**src/rtl/core/tpa_pkg.sv**
```systemverilog
// Shared types and constants for the triangle primitive assembler.
package tpa_pkg;

  // Width of every output index and of the offset register.
  localparam int unsigned OutBits = 32;

  // Default width of the raw input indices that the assembler keeps.
  localparam int unsigned IndexBitsDefault = 32;

  // Number of triangles that the queue between front and back can hold.
  localparam int unsigned TriFifoDepth = 4;

  // Configuration register indexes.
  localparam int unsigned CfgIdxBits = 2;
  localparam logic [CfgIdxBits-1:0] CfgFanMode     = 2'd0;
  localparam logic [CfgIdxBits-1:0] CfgIndexOffset = 2'd1;
  localparam logic [CfgIdxBits-1:0] CfgWideOutput  = 2'd2;

  // Mask that wraps an output index at 16 bits.
  localparam logic [OutBits-1:0] NarrowMask = 32'h0000_FFFF;

  // Vertex slot within a triangle, as the back end walks it.
  localparam logic [1:0] SlotFirst  = 2'd0;
  localparam logic [1:0] SlotSecond = 2'd1;
  localparam logic [1:0] SlotThird  = 2'd2;

  // One finished triangle, offsets applied, winding fixed.
  typedef struct packed {
    logic [OutBits-1:0] vert_a;
    logic [OutBits-1:0] vert_b;
    logic [OutBits-1:0] vert_c;
  } tri_t;

  // Fill status of the triangle queue.
  typedef struct packed {
    logic full;
    logic empty;
  } fifo_status_t;

endpackage

```
**src/rtl/core/tpa_front.sv**
```systemverilog
// Front end: takes indices, tracks strip/fan state and forms offset triangles.
module tpa_front #(
  parameter int unsigned IndexBits = tpa_pkg::IndexBitsDefault
) (
  input  logic                               clk_i,
  input  logic                               rst_ni,
  // Index input channel.
  input  logic                               push_i,
  output logic                               full_o,
  input  logic [tpa_pkg::OutBits-1:0]        vertex_index_i,
  input  logic                               list_start_i,
  // Configuration write channel.
  input  logic                               cfg_valid_i,
  output logic                               cfg_ready_o,
  input  logic [tpa_pkg::CfgIdxBits-1:0]     cfg_index_i,
  input  logic [tpa_pkg::OutBits-1:0]        cfg_data_i,
  // Triangle queue write side.
  output logic                               tri_push_o,
  output tpa_pkg::tri_t                      tri_o,
  input  tpa_pkg::fifo_status_t              fifo_status_i
);

  // Configuration registers.
  logic                        fan_mode_q, fan_mode_d;
  logic [tpa_pkg::OutBits-1:0] index_offset_q, index_offset_d;
  logic                        wide_output_q, wide_output_d;

  // List state.
  logic [IndexBits-1:0] older_vertex_q, older_vertex_d;
  logic [IndexBits-1:0] newer_vertex_q, newer_vertex_d;
  logic [IndexBits-1:0] fan_anchor_q, fan_anchor_d;
  logic [1:0]           seen_count_q, seen_count_d;
  logic                 odd_position_q, odd_position_d;

  // Stage register holding the raw triangle awaiting offset and checks.
  logic                 stg_valid_q, stg_valid_d;
  logic [IndexBits-1:0] stg_a_q, stg_a_d;
  logic [IndexBits-1:0] stg_b_q, stg_b_d;
  logic [IndexBits-1:0] stg_c_q, stg_c_d;
  logic                 stg_swap_q, stg_swap_d;

  logic                 accept;
  logic                 stall;
  logic                 form_tri;
  logic [IndexBits-1:0] vin;
  logic [1:0]           cur_seen;
  logic                 cur_odd;

  logic [tpa_pkg::OutBits-1:0] wrap_mask;
  logic [tpa_pkg::OutBits-1:0] off_a, off_b, off_c;
  logic                        keep;

  assign cfg_ready_o = 1'b1;

  // Configuration writes; indexes beyond the list are ignored.
  always_comb begin
    fan_mode_d     = fan_mode_q;
    index_offset_d = index_offset_q;
    wide_output_d  = wide_output_q;
    if (cfg_valid_i) begin
      case (cfg_index_i)
        tpa_pkg::CfgFanMode:     fan_mode_d     = cfg_data_i[0];
        tpa_pkg::CfgIndexOffset: index_offset_d = cfg_data_i;
        tpa_pkg::CfgWideOutput:  wide_output_d  = cfg_data_i[0];
        default: ;
      endcase
    end
  end

  always_ff @(posedge clk_i or negedge rst_ni) begin
    if (!rst_ni) begin
      fan_mode_q     <= 1'b0;
      index_offset_q <= '0;
      wide_output_q  <= 1'b1;
    end else begin
      fan_mode_q     <= fan_mode_d;
      index_offset_q <= index_offset_d;
      wide_output_q  <= wide_output_d;
    end
  end

  // Offset, wrap and the duplicate check on the staged triangle.
  assign wrap_mask = wide_output_q ? '1 : tpa_pkg::NarrowMask;
  assign off_a = (tpa_pkg::OutBits'(stg_a_q) + index_offset_q) & wrap_mask;
  assign off_b = (tpa_pkg::OutBits'(stg_b_q) + index_offset_q) & wrap_mask;
  assign off_c = (tpa_pkg::OutBits'(stg_c_q) + index_offset_q) & wrap_mask;
  assign keep  = (off_a != off_b) && (off_b != off_c) && (off_a != off_c);

  // The stage holds only while a kept triangle waits for queue space.
  assign stall      = stg_valid_q && keep && fifo_status_i.full;
  assign full_o     = stall;
  assign accept     = push_i && !stall;
  assign tri_push_o = stg_valid_q && keep && !fifo_status_i.full;

  // Odd strip triangles swap their first two vertices.
  always_comb begin
    tri_o.vert_c = off_c;
    if (stg_swap_q) begin
      tri_o.vert_a = off_b;
      tri_o.vert_b = off_a;
    end else begin
      tri_o.vert_a = off_a;
      tri_o.vert_b = off_b;
    end
  end

  // List state update and triangle formation for an accepted index.
  assign vin      = vertex_index_i[IndexBits-1:0];
  assign cur_seen = list_start_i ? 2'd0 : seen_count_q;
  assign cur_odd  = list_start_i ? 1'b0 : odd_position_q;
  assign form_tri = accept && (cur_seen == 2'd2);

  always_comb begin
    older_vertex_d = older_vertex_q;
    newer_vertex_d = newer_vertex_q;
    fan_anchor_d   = fan_anchor_q;
    seen_count_d   = seen_count_q;
    odd_position_d = odd_position_q;
    if (accept) begin
      odd_position_d = cur_odd;
      case (cur_seen)
        2'd0: begin
          fan_anchor_d   = vin;
          newer_vertex_d = vin;
          seen_count_d   = 2'd1;
        end
        2'd1: begin
          older_vertex_d = newer_vertex_q;
          newer_vertex_d = vin;
          seen_count_d   = 2'd2;
        end
        default: begin
          odd_position_d = !cur_odd;
          older_vertex_d = newer_vertex_q;
          newer_vertex_d = vin;
          seen_count_d   = 2'd2;
        end
      endcase
    end
  end

  // Stage load: fan is (newer, current, anchor), strip is (older, newer, current).
  always_comb begin
    stg_valid_d = stall;
    stg_a_d     = stg_a_q;
    stg_b_d     = stg_b_q;
    stg_c_d     = stg_c_q;
    stg_swap_d  = stg_swap_q;
    if (form_tri) begin
      stg_valid_d = 1'b1;
      if (fan_mode_q) begin
        stg_a_d    = newer_vertex_q;
        stg_b_d    = vin;
        stg_c_d    = fan_anchor_q;
        stg_swap_d = 1'b0;
      end else begin
        stg_a_d    = older_vertex_q;
        stg_b_d    = newer_vertex_q;
        stg_c_d    = vin;
        stg_swap_d = cur_odd;
      end
    end
  end

  always_ff @(posedge clk_i or negedge rst_ni) begin
    if (!rst_ni) begin
      older_vertex_q <= '0;
      newer_vertex_q <= '0;
      fan_anchor_q   <= '0;
      seen_count_q   <= 2'd0;
      odd_position_q <= 1'b0;
      stg_valid_q    <= 1'b0;
    end else begin
      older_vertex_q <= older_vertex_d;
      newer_vertex_q <= newer_vertex_d;
      fan_anchor_q   <= fan_anchor_d;
      seen_count_q   <= seen_count_d;
      odd_position_q <= odd_position_d;
      stg_valid_q    <= stg_valid_d;
    end
  end

  // Stage payload needs no reset.
  always_ff @(posedge clk_i) begin
    stg_a_q    <= stg_a_d;
    stg_b_q    <= stg_b_d;
    stg_c_q    <= stg_c_d;
    stg_swap_q <= stg_swap_d;
  end

endmodule

```
**src/rtl/core/tpa_fifo.sv**
```systemverilog
// Short triangle queue between the front end and the back end.
module tpa_fifo (
  input  logic                  clk_i,
  input  logic                  rst_ni,
  input  logic                  push_i,
  input  tpa_pkg::tri_t         data_i,
  input  logic                  pop_i,
  output tpa_pkg::tri_t         data_o,
  output tpa_pkg::fifo_status_t status_o
);

  localparam int unsigned Depth = tpa_pkg::TriFifoDepth;
  localparam int unsigned PtrW  = $clog2(Depth);

  tpa_pkg::tri_t   mem_q [Depth];
  logic [PtrW-1:0] wr_ptr_q, wr_ptr_d;
  logic [PtrW-1:0] rd_ptr_q, rd_ptr_d;
  logic [PtrW:0]   count_q, count_d;
  logic            do_push, do_pop;

  assign status_o.full  = (count_q == (PtrW+1)'(Depth));
  assign status_o.empty = (count_q == '0);
  assign do_push = push_i && !status_o.full;
  assign do_pop  = pop_i && !status_o.empty;
  assign data_o  = mem_q[rd_ptr_q];

  // Pointer and fill count bookkeeping.
  always_comb begin
    wr_ptr_d = do_push ? wr_ptr_q + 1'b1 : wr_ptr_q;
    rd_ptr_d = do_pop  ? rd_ptr_q + 1'b1 : rd_ptr_q;
    count_d  = count_q;
    if (do_push && !do_pop) begin
      count_d = count_q + 1'b1;
    end else if (do_pop && !do_push) begin
      count_d = count_q - 1'b1;
    end
  end

  always_ff @(posedge clk_i or negedge rst_ni) begin
    if (!rst_ni) begin
      wr_ptr_q <= '0;
      rd_ptr_q <= '0;
      count_q  <= '0;
    end else begin
      wr_ptr_q <= wr_ptr_d;
      rd_ptr_q <= rd_ptr_d;
      count_q  <= count_d;
    end
  end

  // Storage write.
  always_ff @(posedge clk_i) begin
    if (do_push) begin
      mem_q[wr_ptr_q] <= data_i;
    end
  end

  // The front end never writes into a full queue.
  assert property (@(posedge clk_i) disable iff (!rst_ni) push_i |-> !status_o.full)
    else $error("triangle pushed into full queue");

  // The fill count never exceeds the depth.
  assert property (@(posedge clk_i) disable iff (!rst_ni) count_q <= (PtrW+1)'(Depth))
    else $error("queue fill count out of range");

  // A lone pop drops the count by one.
  assert property (@(posedge clk_i) disable iff (!rst_ni)
                   (do_pop && !do_push) |=> (count_q == $past(count_q) - 1'b1))
    else $error("queue count did not drop after pop");

endmodule

```
**src/rtl/core/tpa_back.sv**
```systemverilog
// Back end: walks each queued triangle into three output vertices.
module tpa_back (
  input  logic                        clk_i,
  input  logic                        rst_ni,
  // Triangle queue read side.
  input  tpa_pkg::tri_t               tri_i,
  input  tpa_pkg::fifo_status_t       fifo_status_i,
  output logic                        tri_pop_o,
  // Result channel.
  output logic                        empty_o,
  input  logic                        pop_i,
  output logic [tpa_pkg::OutBits-1:0] out_index_o,
  output logic                        triangle_end_o
);

  logic [1:0]                  slot_q, slot_d;
  logic                        out_valid_q, out_valid_d;
  logic [tpa_pkg::OutBits-1:0] out_index_q, out_index_d;
  logic                        out_end_q, out_end_d;
  logic                        load;

  // The output register refills whenever it is free or being taken and the queue is not empty.
  assign load      = !fifo_status_i.empty && (!out_valid_q || pop_i);
  assign tri_pop_o = load && (slot_q == tpa_pkg::SlotThird);

  always_comb begin
    slot_d      = slot_q;
    out_valid_d = out_valid_q && !pop_i;
    out_index_d = out_index_q;
    out_end_d   = out_end_q;
    if (load) begin
      out_valid_d = 1'b1;
      case (slot_q)
        tpa_pkg::SlotFirst: begin
          out_index_d = tri_i.vert_a;
          out_end_d   = 1'b0;
          slot_d      = tpa_pkg::SlotSecond;
        end
        tpa_pkg::SlotSecond: begin
          out_index_d = tri_i.vert_b;
          out_end_d   = 1'b0;
          slot_d      = tpa_pkg::SlotThird;
        end
        default: begin
          out_index_d = tri_i.vert_c;
          out_end_d   = 1'b1;
          slot_d      = tpa_pkg::SlotFirst;
        end
      endcase
    end
  end

  always_ff @(posedge clk_i or negedge rst_ni) begin
    if (!rst_ni) begin
      slot_q      <= tpa_pkg::SlotFirst;
      out_valid_q <= 1'b0;
    end else begin
      slot_q      <= slot_d;
      out_valid_q <= out_valid_d;
    end
  end

  always_ff @(posedge clk_i) begin
    out_index_q <= out_index_d;
    out_end_q   <= out_end_d;
  end

  assign empty_o        = !out_valid_q;
  assign out_index_o    = out_index_q;
  assign triangle_end_o = out_end_q;

  // The slot counter only takes the three vertex positions.
  assert property (@(posedge clk_i) disable iff (!rst_ni) slot_q != 2'd3)
    else $error("vertex slot out of range");

  // A triangle leaves the queue only as its third vertex is loaded.
  assert property (@(posedge clk_i) disable iff (!rst_ni)
                   tri_pop_o |=> (out_end_q && slot_q == tpa_pkg::SlotFirst))
    else $error("triangle popped without its closing vertex");

  // A loaded first vertex is never marked as a triangle end.
  assert property (@(posedge clk_i) disable iff (!rst_ni)
                   (load && slot_q == tpa_pkg::SlotFirst) |=> !out_end_q)
    else $error("first vertex marked as triangle end");

endmodule

```
**src/rtl/core/triangle_primitive_assembler_core.sv**
```systemverilog
// Top level of the triangle primitive assembler: front end, queue, back end.
//
// Usage: vertex indices enter through a queue-like port (push_i/full_o); an
// index is taken at an edge with push_i high and full_o low. list_start_i
// marks the first index of a new strip or fan. Results leave through
// empty_o/pop_i: while empty_o is low the oldest vertex sits on out_index_o
// and triangle_end_o, and a pop_i at an edge takes it. Registers (fan mode,
// index offset, wide output) are written over cfg_valid_i/cfg_ready_o with
// cfg_index_i and cfg_data_i; the user must write them only while the block
// is idle; the block itself does not enforce it. An index that closes a kept
// triangle passes through the stage register and the queue into the output
// register. Throughput: the output register delivers one vertex per cycle
// while the receiver keeps popping, so a kept triangle occupies the result
// channel for its three vertices; indices that form no triangle, or a
// dropped one, take no room in the queue. A four-triangle queue separates
// the front end from the back end, so input keeps flowing back to back
// until that queue fills while the receiver stalls; full_o then rises. Reset
// clears the list state, the queue and the output register and restores the
// register defaults (strip mode, no offset, 32-bit wrap); then it is ready.
module triangle_primitive_assembler_core #(
  parameter int unsigned IndexBits = tpa_pkg::IndexBitsDefault
) (
  input  logic                           clk_i,
  input  logic                           rst_ni,
  input  logic                           push_i,
  output logic                           full_o,
  input  logic [tpa_pkg::OutBits-1:0]    vertex_index_i,
  input  logic                           list_start_i,
  output logic                           empty_o,
  input  logic                           pop_i,
  output logic [tpa_pkg::OutBits-1:0]    out_index_o,
  output logic                           triangle_end_o,
  input  logic                           cfg_valid_i,
  output logic                           cfg_ready_o,
  input  logic [tpa_pkg::CfgIdxBits-1:0] cfg_index_i,
  input  logic [tpa_pkg::OutBits-1:0]    cfg_data_i
);

  logic                  tri_push;
  logic                  tri_pop;
  tpa_pkg::tri_t         tri_in;
  tpa_pkg::tri_t         tri_head;
  tpa_pkg::fifo_status_t fifo_status;

  tpa_front #(
    .IndexBits(IndexBits)
  ) u_front (
    .clk_i          (clk_i),
    .rst_ni         (rst_ni),
    .push_i         (push_i),
    .full_o         (full_o),
    .vertex_index_i (vertex_index_i),
    .list_start_i   (list_start_i),
    .cfg_valid_i    (cfg_valid_i),
    .cfg_ready_o    (cfg_ready_o),
    .cfg_index_i    (cfg_index_i),
    .cfg_data_i     (cfg_data_i),
    .tri_push_o     (tri_push),
    .tri_o          (tri_in),
    .fifo_status_i  (fifo_status)
  );

  tpa_fifo u_fifo (
    .clk_i    (clk_i),
    .rst_ni   (rst_ni),
    .push_i   (tri_push),
    .data_i   (tri_in),
    .pop_i    (tri_pop),
    .data_o   (tri_head),
    .status_o (fifo_status)
  );

  tpa_back u_back (
    .clk_i          (clk_i),
    .rst_ni         (rst_ni),
    .tri_i          (tri_head),
    .fifo_status_i  (fifo_status),
    .tri_pop_o      (tri_pop),
    .empty_o        (empty_o),
    .pop_i          (pop_i),
    .out_index_o    (out_index_o),
    .triangle_end_o (triangle_end_o)
  );

endmodule
```
**config.mk**
```make
export PLATFORM = sky130hd
export DESIGN_NAME = triangle_primitive_assembler_core
export DESIGN_NICKNAME = d
export VERILOG_FILES = /design/src/rtl/core/tpa_pkg.sv /design/src/rtl/core/tpa_front.sv /design/src/rtl/core/tpa_fifo.sv /design/src/rtl/core/tpa_back.sv /design/src/rtl/core/triangle_primitive_assembler_core.sv
export SDC_FILE = /design/constraint.sdc
export NUM_CORES = 1
export LEC_CHECK = 0
export BUFFER_PORTS_ARGS = -buffer_cell sky130_fd_sc_hd__buf_2
export CAP_MARGIN = 0
export CORE_AREA = 3 3 187 326
export CTS_CLUSTER_DIAMETER = 40
export DETAILED_ROUTE_END_ITERATION = 8
export DIE_AREA = 0 0 190 329
export PLACE_DENSITY = 0.89
export SLEW_MARGIN = 20
export SYNTH_ARGS = -nofsm -noshare
export SYNTH_HDL_FRONTEND = slang
export SYNTH_SLANG_ARGS = --single-unit
```
**constraint.sdc**
```tcl
create_clock -name clk_i -period 11.2 [get_ports clk_i]
set_input_delay 2.24 -clock clk_i [delete_from_list [all_inputs] [get_ports clk_i]]
set_output_delay 2.24 -clock clk_i [all_outputs]
set_load 0.005 [all_outputs]
```
==> flow_summary.html, run 1 <==
<table>
<tr><th>Metric</th><th>Value</th></tr>
<tr><th colspan="2">Cells and area</th></tr>
<tr><td>Cell Count, Final, Fillers Out</td><td>3318</td></tr>
<tr><td>Area grow syn2layout</td><td>9.50%</td></tr>
<tr><td>ANT cells</td><td>0</td></tr>
<tr><td>Fraction of layout cells with a size suffix above 1</td><td>22.7%</td></tr>
<tr><td>Final-stage net count</td><td>2667</td></tr>
<tr><td>Post-layout utilization of the core</td><td>62.5%</td></tr>
<tr><th colspan="2">Synthesis</th></tr>
<tr><td>Net count after synthesis</td><td>2604</td></tr>
<tr><td>Synthesized-area fraction occupied by adder cells</td><td>3.92%</td></tr>
<tr><td>Count of different cell masters after synthesis</td><td>91</td></tr>
<tr><td>Top flip-flop cell by instance count after synthesis</td><td>sky130_fd_sc_hd__edfxtp_1</td></tr>
<tr><td>Synthesized-area fraction occupied by ao, oa, aoi and oai cells</td><td>8.79%</td></tr>
<tr><td>FF+latch count, synth</td><td>658</td></tr>
<tr><td>Seq/Total Area, Yosys</td><td>57.1%</td></tr>
<tr><td>Synth Cell Area</td><td>0.0333 mm2</td></tr>
<tr><td>Post-synthesis average cell area</td><td>13.7 um2</td></tr>
<tr><td>EDFF count, synth</td><td>514</td></tr>
<tr><td>Post-synthesis simple-gate area fraction</td><td>7.52%</td></tr>
<tr><td>Async set-or-reset flop fraction in the synthesized netlist</td><td>21.9%</td></tr>
<tr><td>Mux contribution to synthesized area</td><td>16.2%</td></tr>
<tr><td>Warning count from the yosys run</td><td>0</td></tr>
<tr><td>Post-Synthesis Cells</td><td>2430</td></tr>
<tr><td>Combinational family with the most area after synthesis</td><td>multiplexers</td></tr>
<tr><td>XOR/XNOR share of the synthesized area</td><td>4.48%</td></tr>
<tr><th colspan="2">GRT</th></tr>
<tr><td>Largest net degree at the start of global routing</td><td>99</td></tr>
<tr><td>Initial antenna violation count</td><td>0</td></tr>
<tr><td>Global-route wire length before repair</td><td>132000 um</td></tr>
<tr><td>Overall fraction of global-route tracks in use</td><td>27.8%</td></tr>
<tr><td>Vias in the first global route</td><td>22.2k</td></tr>
<tr><td>Sum of overflow across all layers after global routing</td><td>0</td></tr>
<tr><th colspan="2">STA</th></tr>
<tr><td>Worst setup skew after layout</td><td>0.0361 ns</td></tr>
<tr><td>Max Clock Freq</td><td>126 MHz</td></tr>
<tr><td>Crit path time final</td><td>7.94 ns</td></tr>
<tr><td>Headroom to the max-slew limit</td><td>27.0%</td></tr>
<tr><td>Transition time at the pin with the least slew margin</td><td>1.09 ns</td></tr>
<tr><td>Portion of the clock cycle consumed by the worst path in the final layout</td><td>70.9%</td></tr>
<tr><td>Post-route worst setup slack</td><td>3.26 ns</td></tr>
<tr><td>Number of setup violations in the final report</td><td>0</td></tr>
<tr><td>Setup repair after global routing missed its margin</td><td>false</td></tr>
<tr><td>Total negative slack for setup checks</td><td>0 ns</td></tr>
<tr><td>Final slew viol count</td><td>0</td></tr>
<tr><td>Number of hold violations in the final report</td><td>0</td></tr>
<tr><th colspan="2">Clocking</th></tr>
<tr><td>CTS tree</td><td>built</td></tr>
<tr><td>Source-to-sink clock delay at the later pin of the worst-skew pair</td><td>0.65 ns</td></tr>
<tr><td>Number of post-CTS setup repair buffers</td><td>0</td></tr>
<tr><td>Post-CTS Hold Buffers</td><td>0</td></tr>
<tr><td>Number of gates resized after CTS</td><td>0</td></tr>
<tr><td>CTS Root Buffer Type</td><td>sky130_fd_sc_hd__clkbuf_16</td></tr>
<tr><td>CTS sink cnt</td><td>658</td></tr>
<tr><td>CTS HTree Levels</td><td>2</td></tr>
<tr><td>Total CTS buffers</td><td>61</td></tr>
<tr><td>Register clock-pin slew on the reported worst setup and hold paths</td><td>0.06 ns</td></tr>
<tr><td>Clock Path Buffers</td><td>3</td></tr>
<tr><th colspan="2">Pwr</th></tr>
<tr><td>Int Power</td><td>5.40 mW</td></tr>
<tr><td>Combinational group share of total power</td><td>36.2%</td></tr>
<tr><td>Leakage</td><td>13.1 nW</td></tr>
<tr><td>Portion of total power attributed to the clock network</td><td>24.1%</td></tr>
<tr><td>Sequential Power Share</td><td>39.7%</td></tr>
<tr><td>Power per standard cell area</td><td>228 mW/mm2</td></tr>
<tr><td>Share of total power consumed by net switching</td><td>35.0%</td></tr>
<tr><td>Worst IR drop on VDD</td><td>162 uV</td></tr>
<tr><td>Switching pwr</td><td>2.91 mW</td></tr>
<tr><td>Total design power</td><td>8.31 mW</td></tr>
<tr><th colspan="2">Critical path</th></tr>
<tr><td>Arr. time, crit path</td><td>5.70 ns</td></tr>
<tr><td>CP startpoint kind</td><td>flop</td></tr>
<tr><td>Worst setup path class</td><td>reg -&gt; out</td></tr>
<tr><td>Crit. End Element</td><td>output port</td></tr>
<tr><td>R2R setup slack</td><td>4.20 ns</td></tr>
<tr><td>Worst-path fanout max</td><td>9</td></tr>
<tr><td>FF-to-FF Start</td><td>u_front.index_offset_q[15]</td></tr>
<tr><td>Launching instance or port of the critical path</td><td>u_front.index_offset_q[15]</td></tr>
<tr><td>Reg2reg end</td><td>u_front.stg_b_q[3]</td></tr>
<tr><td>Required time at the worst-slack endpoint</td><td>8.96 ns</td></tr>
<tr><td>Cell depth of the worst flop-to-flop path</td><td>16</td></tr>
<tr><td>Capturing instance or port of the critical path</td><td>full_o</td></tr>
<tr><th colspan="2">Detailed routing</th></tr>
<tr><td>Number of search-and-repair iterations in the first detailed-routing pass</td><td>5</td></tr>
<tr><td>Drt first-iter violations</td><td>1974</td></tr>
<tr><td>Count of nets left with antenna violations after detail routing</td><td>0</td></tr>
<tr><td>Final wirelength</td><td>87200 um</td></tr>
<tr><td>Routed len/inst</td><td>26.3 um</td></tr>
<tr><td>Post-detailed-route via-to-cell ratio</td><td>6.47</td></tr>
<tr><td>Via Count</td><td>21.5k</td></tr>
<tr><td>DRC violation count after routing</td><td>0</td></tr>
<tr><th colspan="2">Status</th></tr>
<tr><td>Run status</td><td>finished, final reports clean</td></tr>
<tr><th colspan="2">Floorplan</th></tr>
<tr><td>Ports placed on the boundary</td><td>108</td></tr>
<tr><td>Initial cell density of the core</td><td>57.1%</td></tr>
<tr><td>Die Span Y</td><td>329 um</td></tr>
<tr><td>Area of the die</td><td>0.0625 mm2</td></tr>
<tr><td>Core area</td><td>0.0584 mm2</td></tr>
<tr><td>Die X-Extent</td><td>190 um</td></tr>
<tr><td>Site Rows</td><td>117</td></tr>
<tr><th colspan="2">Place</th></tr>
<tr><td>I/O Buffers</td><td>106</td></tr>
<tr><td>Final weighted congestion in routability-driven placement</td><td>0.982</td></tr>
<tr><td># placed instances</td><td>3202</td></tr>
<tr><td>Post-DP HPWL</td><td>62000 um</td></tr>
<tr><td>Setup slack after placement</td><td>4.03 ns</td></tr>
<tr><th colspan="2">Flow run</th></tr>
<tr><td>Total of max-cap violations</td><td>0</td></tr>
<tr><th colspan="2">Hold path</th></tr>
<tr><td>Class of the tightest hold or removal check</td><td>reg -&gt; reg</td></tr>
</table>
[area by class of cell]
type	instances	area (um2)
Tap cell	773	967
Multi-Input combinational cell	1616	13700
Clock inverter	41	369
Sequential cell	658	19100
Fill cell	4159	21900
Clock buffer	74	1590
Inverter	28	105
Timing Repair Buffer	128	722
[kinds of logic after synthesis]
logic type,count (synthesis)
other,1
buffers and inverters,156
DFF,658
and+or+nand+nor,510
muxes,383
AOI/OAI and AO/OA,455
xor gates and xnor gates,165
adders and majority gates,102
[power by group through the flow]
stage / logic (mW) / registers [mW] / clock network (mW)
finish: 3.00 / 3.30 / 2.00
global route: 3.22 / 3.33 / 2.11
CTS: 2.97 / 3.31 / 2.03
detailed placement: 2.93 / 3.36 / 0
global placement: 2.83 / 3.33 / 0
floorplan: 2.13 / 3.26 / 0
[how the worst min path moves through the flow]
| stage | slack, ns | to | start | cells after the start |
|---|---|---|---|---|
| floorplan | 0.45 | u_front.fan_anchor_q[23] | u_front.fan_anchor_q[23] | 1 |
| CTS | 0.49 | u_front.fan_anchor_q[24] | u_front.fan_anchor_q[24] | 1 |
| global placement | 0.46 | u_front.fan_anchor_q[24] | u_front.fan_anchor_q[24] | 1 |
| finish | 0.49 | u_front.fan_anchor_q[27] | u_front.fan_anchor_q[27] | 1 |
| global route | 0.51 | u_front.fan_anchor_q[29] | u_front.fan_anchor_q[29] | 1 |
| detailed placement | 0.48 | u_front.fan_anchor_q[24] | u_front.fan_anchor_q[24] | 1 |
[cell usage in the layout (no fill, tap or decap), types with 10 or more instances in the layout]
cell | Yosys | final
sky130_fd_sc_hd__edfxtp_1 | 514 | 514
sky130_fd_sc_hd__buf_4 | 1 | 21
sky130_fd_sc_hd__and4_1 | 14 | 14
sky130_fd_sc_hd__mux2_4 | 20 | 20
sky130_fd_sc_hd__a21oi_1 | 124 | 124
sky130_fd_sc_hd__clkinv_1 | 1 | 12
sky130_fd_sc_hd__nand2_1 | 176 | 176
sky130_fd_sc_hd__o21ai_0 | 123 | 123
sky130_fd_sc_hd__mux2_2 | 207 | 207
sky130_fd_sc_hd__and2_1 | 24 | 20
sky130_fd_sc_hd__nor2_1 | 97 | 97
sky130_fd_sc_hd__ha_1 | 98 | 98
sky130_fd_sc_hd__nand4_1 | 54 | 54
sky130_fd_sc_hd__o21a_1 | 19 | 19
sky130_fd_sc_hd__o211ai_1 | 14 | 14
sky130_fd_sc_hd__inv_1 | 26 | 26
sky130_fd_sc_hd__a21o_1 | 41 | 41
sky130_fd_sc_hd__a31oi_1 | 10 | 10
sky130_fd_sc_hd__dfrtp_1 | 143 | 138
sky130_fd_sc_hd__and3_1 | 13 | 13
sky130_fd_sc_hd__a211oi_1 | 26 | 25
sky130_fd_sc_hd__buf_2 | 24 | 105
sky130_fd_sc_hd__nand3_1 | 35 | 35
sky130_fd_sc_hd__nor3_1 | 32 | 31
sky130_fd_sc_hd__or3_1 | 15 | 15
sky130_fd_sc_hd__mux2i_1 | 51 | 51
sky130_fd_sc_hd__mux4_2 | 96 | 96
sky130_fd_sc_hd__xor2_1 | 64 | 64
sky130_fd_sc_hd__clkbuf_16 | 0 | 61
sky130_fd_sc_hd__xnor2_1 | 97 | 97
sky130_fd_sc_hd__clkbuf_1 | 82 | 12
[layer usage]
| metal | GRT usage [%] | part of all wire [%] | up-vias |
|---|---|---|---|
| li1 | - | - | 9524 |
| met1 | 32.9 | 36 | 10800 |
| met2 | 49.9 | 53 | 926 |
| met3 | 3.09 | 5.5 | 248 |
| met4 | 14.1 | 5.6 | 0 |
| met5 | 0 | 0 | - |
[cells in the mapped netlist, drive strengths merged, types with 10 or more instances]
cell    instances  area, um2
dfrtp         143       3580
a211oi         28        228
nor3           32        160
o21a           19        143
ha             98       1230
a21oi         125        629
and2           25        156
nand2         176        661
mux4           96       2160
clkbuf         83        313
xor2           64        561
a31oi          10       62.6
mux2i          51        510
nand4          54        338
o21ai         125        626
edfxtp        514      15400
o211ai         15        118
and4           14        123
nor2           97        364
inv            27        101
and3           13       81.3
or3            15       93.8
xnor2          98        866
nand3          35        175
a21o           41        308
buf            45        225
mux2          236       2730
[state kept, by name (all words and copies together) (netlist names)]
name and flops:
u_back.out_valid_q 1, u_front.newer_vertex_q 32, u_front.older_vertex_q 32, u_front.odd_position_q 1
u_front.stg_a_q 32, u_front.stg_swap_q 1, u_front.stg_b_q 32, u_fifo.mem_q 384
u_fifo.count_q 3, u_back.slot_q 2, u_front.index_offset_q 32, u_front.wide_output_q 1
u_front.fan_anchor_q 32, u_front.stg_valid_q 1, u_front.fan_mode_q 1, u_front.seen_count_q 2
u_front.stg_c_q 32, u_fifo.wr_ptr_q 2, u_fifo.rd_ptr_q 2, u_back.out_index_o 32
u_back.triangle_end_o 1
[metrics by stage]
step / hold slack (ns) / area (um2)
after detailed placement: 0.476 / 34500
after global placement: 0.464 / 34500
after global routing: 0.508 / 36500
after floorplan: 0.452 / 33300
final: 0.489 / 36500
after CTS: 0.494 / 36500
[worst max-delay path: stages, from the launching register on]
cell and delay, ns:
sky130_fd_sc_hd__dfrtp_1 0.42, sky130_fd_sc_hd__ha_1 0.44, sky130_fd_sc_hd__a21oi_1 0.37, sky130_fd_sc_hd__o21ai_0 0.29, sky130_fd_sc_hd__a221o_1 0.40, sky130_fd_sc_hd__a2111oi_0 0.83
sky130_fd_sc_hd__o22ai_1 0.35, sky130_fd_sc_hd__xor2_1 0.46, sky130_fd_sc_hd__xnor2_1 0.13, sky130_fd_sc_hd__or2_2 0.33, sky130_fd_sc_hd__o41ai_1 0.46, sky130_fd_sc_hd__and2_1 0.30
sky130_fd_sc_hd__nor2_1 0.13, sky130_fd_sc_hd__buf_2 0.15
Note: power is estimated with default switching activity, not from simulation.
==> run 2: changes to the inputs <==
--- a/config.mk
+++ b/config.mk
@@ -7,11 +7,11 @@
 export LEC_CHECK = 0
 export BUFFER_PORTS_ARGS = -buffer_cell sky130_fd_sc_hd__buf_2
 export CAP_MARGIN = 0
-export CORE_AREA = 3 3 187 326
+export CORE_AREA = 3 3 178 311
 export CTS_CLUSTER_DIAMETER = 40
 export DETAILED_ROUTE_END_ITERATION = 8
-export DIE_AREA = 0 0 190 329
-export PLACE_DENSITY = 0.89
+export DIE_AREA = 0 0 181 314
+export PLACE_DENSITY = 0.92
 export SLEW_MARGIN = 20
 export SYNTH_ARGS = -nofsm -noshare
 export SYNTH_HDL_FRONTEND = slang
==> constraint.sdc (replaced) <==
create_clock -name clk_i -period 7.45 [get_ports clk_i]
set_input_delay 1.49 -clock clk_i [delete_from_list [all_inputs] [get_ports clk_i]]
set_output_delay 1.49 -clock clk_i [all_outputs]
set_load 0.005 [all_outputs]
==> run 2 against run 1 <==
Sequential power grew 51%; first-iteration DRC count grew 11%; die area shrank 9.1%; critical endpoint unchanged; critical path type unchanged; highest routed layer unchanged; register-to-register slack lost 2.9 ns; total power grew 50%.
==> flow_summary.html, run 2 (synthesis results as in run 1) <==
<table>
<tr><th>Metric</th><th>Value</th></tr>
<tr><th colspan="2">Critical path</th></tr>
<tr><td>Worst-path fanout max</td><td>4 (-5)</td></tr>
<tr><td>Worst setup path class</td><td>reg -&gt; out</td></tr>
<tr><td>Crit. End Element</td><td>output port</td></tr>
<tr><td>Arr. time, crit path</td><td>5.56 ns (-0.14 ns)</td></tr>
<tr><td>Required time at the worst-slack endpoint</td><td>5.96 ns (-3.00 ns)</td></tr>
<tr><td>CP startpoint kind</td><td>flop</td></tr>
<tr><th colspan="2">Clocking</th></tr>
<tr><td>CTS tree</td><td>built</td></tr>
<tr><td>CTS sink cnt</td><td>658 (unchanged)</td></tr>
<tr><td>Register clock-pin slew on the reported worst setup and hold paths</td><td>0.07 ns (about the same)</td></tr>
<tr><td>Source-to-sink clock delay at the later pin of the worst-skew pair</td><td>0.64 ns (about the same)</td></tr>
<tr><td>CTS HTree Levels</td><td>2 (unchanged)</td></tr>
<tr><td>Post-CTS Hold Buffers</td><td>0 (unchanged)</td></tr>
<tr><td>Number of gates resized after CTS</td><td>0 (unchanged)</td></tr>
<tr><td>CTS Root Buffer Type</td><td>sky130_fd_sc_hd__clkbuf_16</td></tr>
<tr><td>Total CTS buffers</td><td>58 (-4.9%)</td></tr>
<tr><td>Number of post-CTS setup repair buffers</td><td>0 (unchanged)</td></tr>
<tr><td>Clock Path Buffers</td><td>3 (unchanged)</td></tr>
<tr><th colspan="2">Place</th></tr>
<tr><td>Final weighted congestion in routability-driven placement</td><td>1.00 (+2.0%)</td></tr>
<tr><td>Post-DP HPWL</td><td>62500 um (+0.78%)</td></tr>
<tr><td>I/O Buffers</td><td>106 (unchanged)</td></tr>
<tr><td>Setup slack after placement</td><td>1.15 ns (-2.88 ns)</td></tr>
<tr><th colspan="2">Detailed routing</th></tr>
<tr><td>Number of search-and-repair iterations in the first detailed-routing pass</td><td>5 (unchanged)</td></tr>
<tr><td>Final wirelength</td><td>87200 um (about the same)</td></tr>
<tr><td>Drt first-iter violations</td><td>2200 (+11%)</td></tr>
<tr><td>Count of nets left with antenna violations after detail routing</td><td>0 (unchanged)</td></tr>
<tr><td>Routed len/inst</td><td>27.0 um (+2.7%)</td></tr>
<tr><td>Via Count</td><td>21.6k (+0.89%)</td></tr>
<tr><td>Post-detailed-route via-to-cell ratio</td><td>6.70 (+3.6%)</td></tr>
<tr><td>DRC violation count after routing</td><td>0 (unchanged)</td></tr>
<tr><th colspan="2">STA</th></tr>
<tr><td>Max Clock Freq</td><td>142 MHz</td></tr>
<tr><td>Transition time at the pin with the least slew margin</td><td>1.16 ns (+0.0709 ns)</td></tr>
<tr><td>Worst setup skew after layout</td><td>0.0290 ns (-0.00710 ns)</td></tr>
<tr><td>Crit path time final</td><td>7.05 ns</td></tr>
<tr><td>Portion of the clock cycle consumed by the worst path in the final layout</td><td>94.7%</td></tr>
<tr><td>Number of hold violations in the final report</td><td>0 (unchanged)</td></tr>
<tr><td>Post-route worst setup slack</td><td>0.397 ns (-2.86 ns)</td></tr>
<tr><td>Headroom to the max-slew limit</td><td>22.2% (-4.7 points)</td></tr>
<tr><td>Number of setup violations in the final report</td><td>0 (unchanged)</td></tr>
<tr><td>Setup repair after global routing missed its margin</td><td>false</td></tr>
<tr><td>Final slew viol count</td><td>0 (unchanged)</td></tr>
<tr><td>Total negative slack for setup checks</td><td>0 ns (unchanged)</td></tr>
<tr><th colspan="2">Pwr</th></tr>
<tr><td>Total design power</td><td>12.5 mW (+50%)</td></tr>
<tr><td>Power per standard cell area</td><td>342 mW/mm2 (+50%)</td></tr>
<tr><td>Worst IR drop on VDD</td><td>231 uV (+43%)</td></tr>
<tr><td>Leakage</td><td>13.2 nW (+0.28%)</td></tr>
<tr><th colspan="2">Floorplan</th></tr>
<tr><td>Ports placed on the boundary</td><td>108 (unchanged)</td></tr>
<tr><td>Core area</td><td>0.0531 mm2 (-9.1%)</td></tr>
<tr><td>Die Span Y</td><td>314 um (-4.6%)</td></tr>
<tr><td>Die X-Extent</td><td>181 um (-4.7%)</td></tr>
<tr><td>Site Rows</td><td>112 (-4.3%)</td></tr>
<tr><td>Initial cell density of the core</td><td>62.7% (+5.7 points)</td></tr>
<tr><td>Area of the die</td><td>0.0568 mm2 (-9.1%)</td></tr>
<tr><th colspan="2">Hold path</th></tr>
<tr><td>Class of the tightest hold or removal check</td><td>reg -&gt; reg</td></tr>
<tr><th colspan="2">GRT</th></tr>
<tr><td>Routing usage on met1</td><td>36.0% (+3.0 points)</td></tr>
<tr><td>GRT met2 Usage</td><td>53.9% (+4.0 points)</td></tr>
<tr><td>Global-route met3 utilization</td><td>3.39% (+0.30 points)</td></tr>
<tr><td>Sum of overflow across all layers after global routing</td><td>0 (unchanged)</td></tr>
<tr><td>Vias in the first global route</td><td>22.5k (+1.4%)</td></tr>
<tr><td>Largest net degree at the start of global routing</td><td>98 (-1.0%)</td></tr>
<tr><td>Initial antenna violation count</td><td>0 (unchanged)</td></tr>
<tr><td>Global-route wire length before repair</td><td>132000 um (+0.29%)</td></tr>
<tr><td>Most heavily used metal layer in global routing</td><td>met2</td></tr>
<tr><td>Overall fraction of global-route tracks in use</td><td>30.4% (+2.6 points)</td></tr>
<tr><th colspan="2">Cells and area</th></tr>
<tr><td>Final-stage net count</td><td>2671 (+0.15%)</td></tr>
<tr><td>Commonest non-fill, non-tap cell in the layout</td><td>sky130_fd_sc_hd__edfxtp_1</td></tr>
<tr><td>Post-layout utilization of the core</td><td>68.7% (+6.2 points)</td></tr>
<tr><td>Register with the highest flop count</td><td>u_fifo.mem_q</td></tr>
<tr><td>Fraction of layout cells with a size suffix above 1</td><td>22.7% (about the same)</td></tr>
<tr><td>Flip-flop count of the largest register after layout</td><td>384 (unchanged)</td></tr>
<tr><td>ANT cells</td><td>0 (unchanged)</td></tr>
<tr><td>Area grow syn2layout</td><td>9.45% (about the same)</td></tr>
<tr><td>Most frequent cells in the layout</td><td>sky130_fd_sc_hd__edfxtp_1 (514), sky130_fd_sc_hd__mux2_2 (207), sky130_fd_sc_hd__nand2_1 (176)</td></tr>
<tr><th colspan="2">Status</th></tr>
<tr><td>Run status</td><td>finished, final reports clean</td></tr>
<tr><th colspan="2">Flow run</th></tr>
<tr><td>Total of max-cap violations</td><td>0 (unchanged)</td></tr>
</table>
[run 2: cell types whose count changed in the layout (fill, tap and decap cells not counted), moves of 2 or more]
cell and delta:
sky130_fd_sc_hd__clkbuf_1 +4, sky130_fd_sc_hd__inv_6 -4, sky130_fd_sc_hd__clkinv_1 -4, sky130_fd_sc_hd__clkinv_4 -2, sky130_fd_sc_hd__bufinv_16 +2, sky130_fd_sc_hd__clkinv_8 -3, sky130_fd_sc_hd__buf_12 +8
[run 2: layout make-up]
cell class | count | area [um2]
inverters | 28 | 105
repair buffers | 135 | 855
flip-flops and latches | 658 | 19100
fillers | 3497 | 16600
clock buffers | 78 | 1590
well taps | 684 | 856
multi-input cells | 1616 | 13700
clock inverters | 31 | 333
[run 2: layer usage]
| metal | share of wire [%] | vias to the layer above |
|---|---|---|
| met3 | 6.1 | 295 |
| met5 | 0 | - |
| met2 | 52 | 1088 |
| li1 | - | 9531 |
| met4 | 6.6 | 0 |
| met1 | 35 | 10700 |
[run 2: worst paths after layout]
path	slack (ns)	depth (start not counted)	end	start
min reg2reg	0.49	1	u_front.fan_anchor_q[30]	u_front.fan_anchor_q[30]
min in group asynchronous	0.87	1	u_fifo.rd_ptr_q[0]	rst_ni
min	0.49	1	u_front.fan_anchor_q[30]	u_front.fan_anchor_q[30]
max in group asynchronous	5.14	2	u_front.index_offset_q[6]	rst_ni
max	0.40	14	full_o	u_front.index_offset_q[0]
max reg2reg	1.34	15	u_front.fan_anchor_q[0]	u_front.index_offset_q[0]
[run 2: critical path, stage by stage, from the launching register on]
cell and delay [ns]:
sky130_fd_sc_hd__dfrtp_1 0.42, sky130_fd_sc_hd__ha_1 0.24, sky130_fd_sc_hd__fa_1 0.43, sky130_fd_sc_hd__a21o_1 0.22
sky130_fd_sc_hd__a221oi_2 0.50, sky130_fd_sc_hd__o221a_2 0.37, sky130_fd_sc_hd__xnor2_1 0.28, sky130_fd_sc_hd__xor2_1 0.12
sky130_fd_sc_hd__or3b_1 0.41, sky130_fd_sc_hd__nor4_1 0.50, sky130_fd_sc_hd__nand4_1 0.38, sky130_fd_sc_hd__or4_4 0.60
sky130_fd_sc_hd__nand4bb_1 0.21, sky130_fd_sc_hd__nor2_1 0.11, sky130_fd_sc_hd__buf_2 0.14
[run 2: where the power goes]
group / internal [mW] / total (mW) / switching (mW)
clock network: 1.63 / 3.00 / 1.37
logic: 1.84 / 4.48 / 2.64
registers: 4.68 / 4.98 / 0.306
total: 8.15 / 12.5 / 4.31
[run 2: per-stage QoR]
step | hold slack, ns | instance area (um2) | instances
finish | 0.490 | 36500 | 3230
global route | 0.508 | 36500 | 3230
CTS | 0.489 | 36500 | 3230
detailed placement | 0.472 | 34600 | 3121
global placement | 0.462 | 34600 | 3121
floorplan | 0.452 | 33300 | 2430
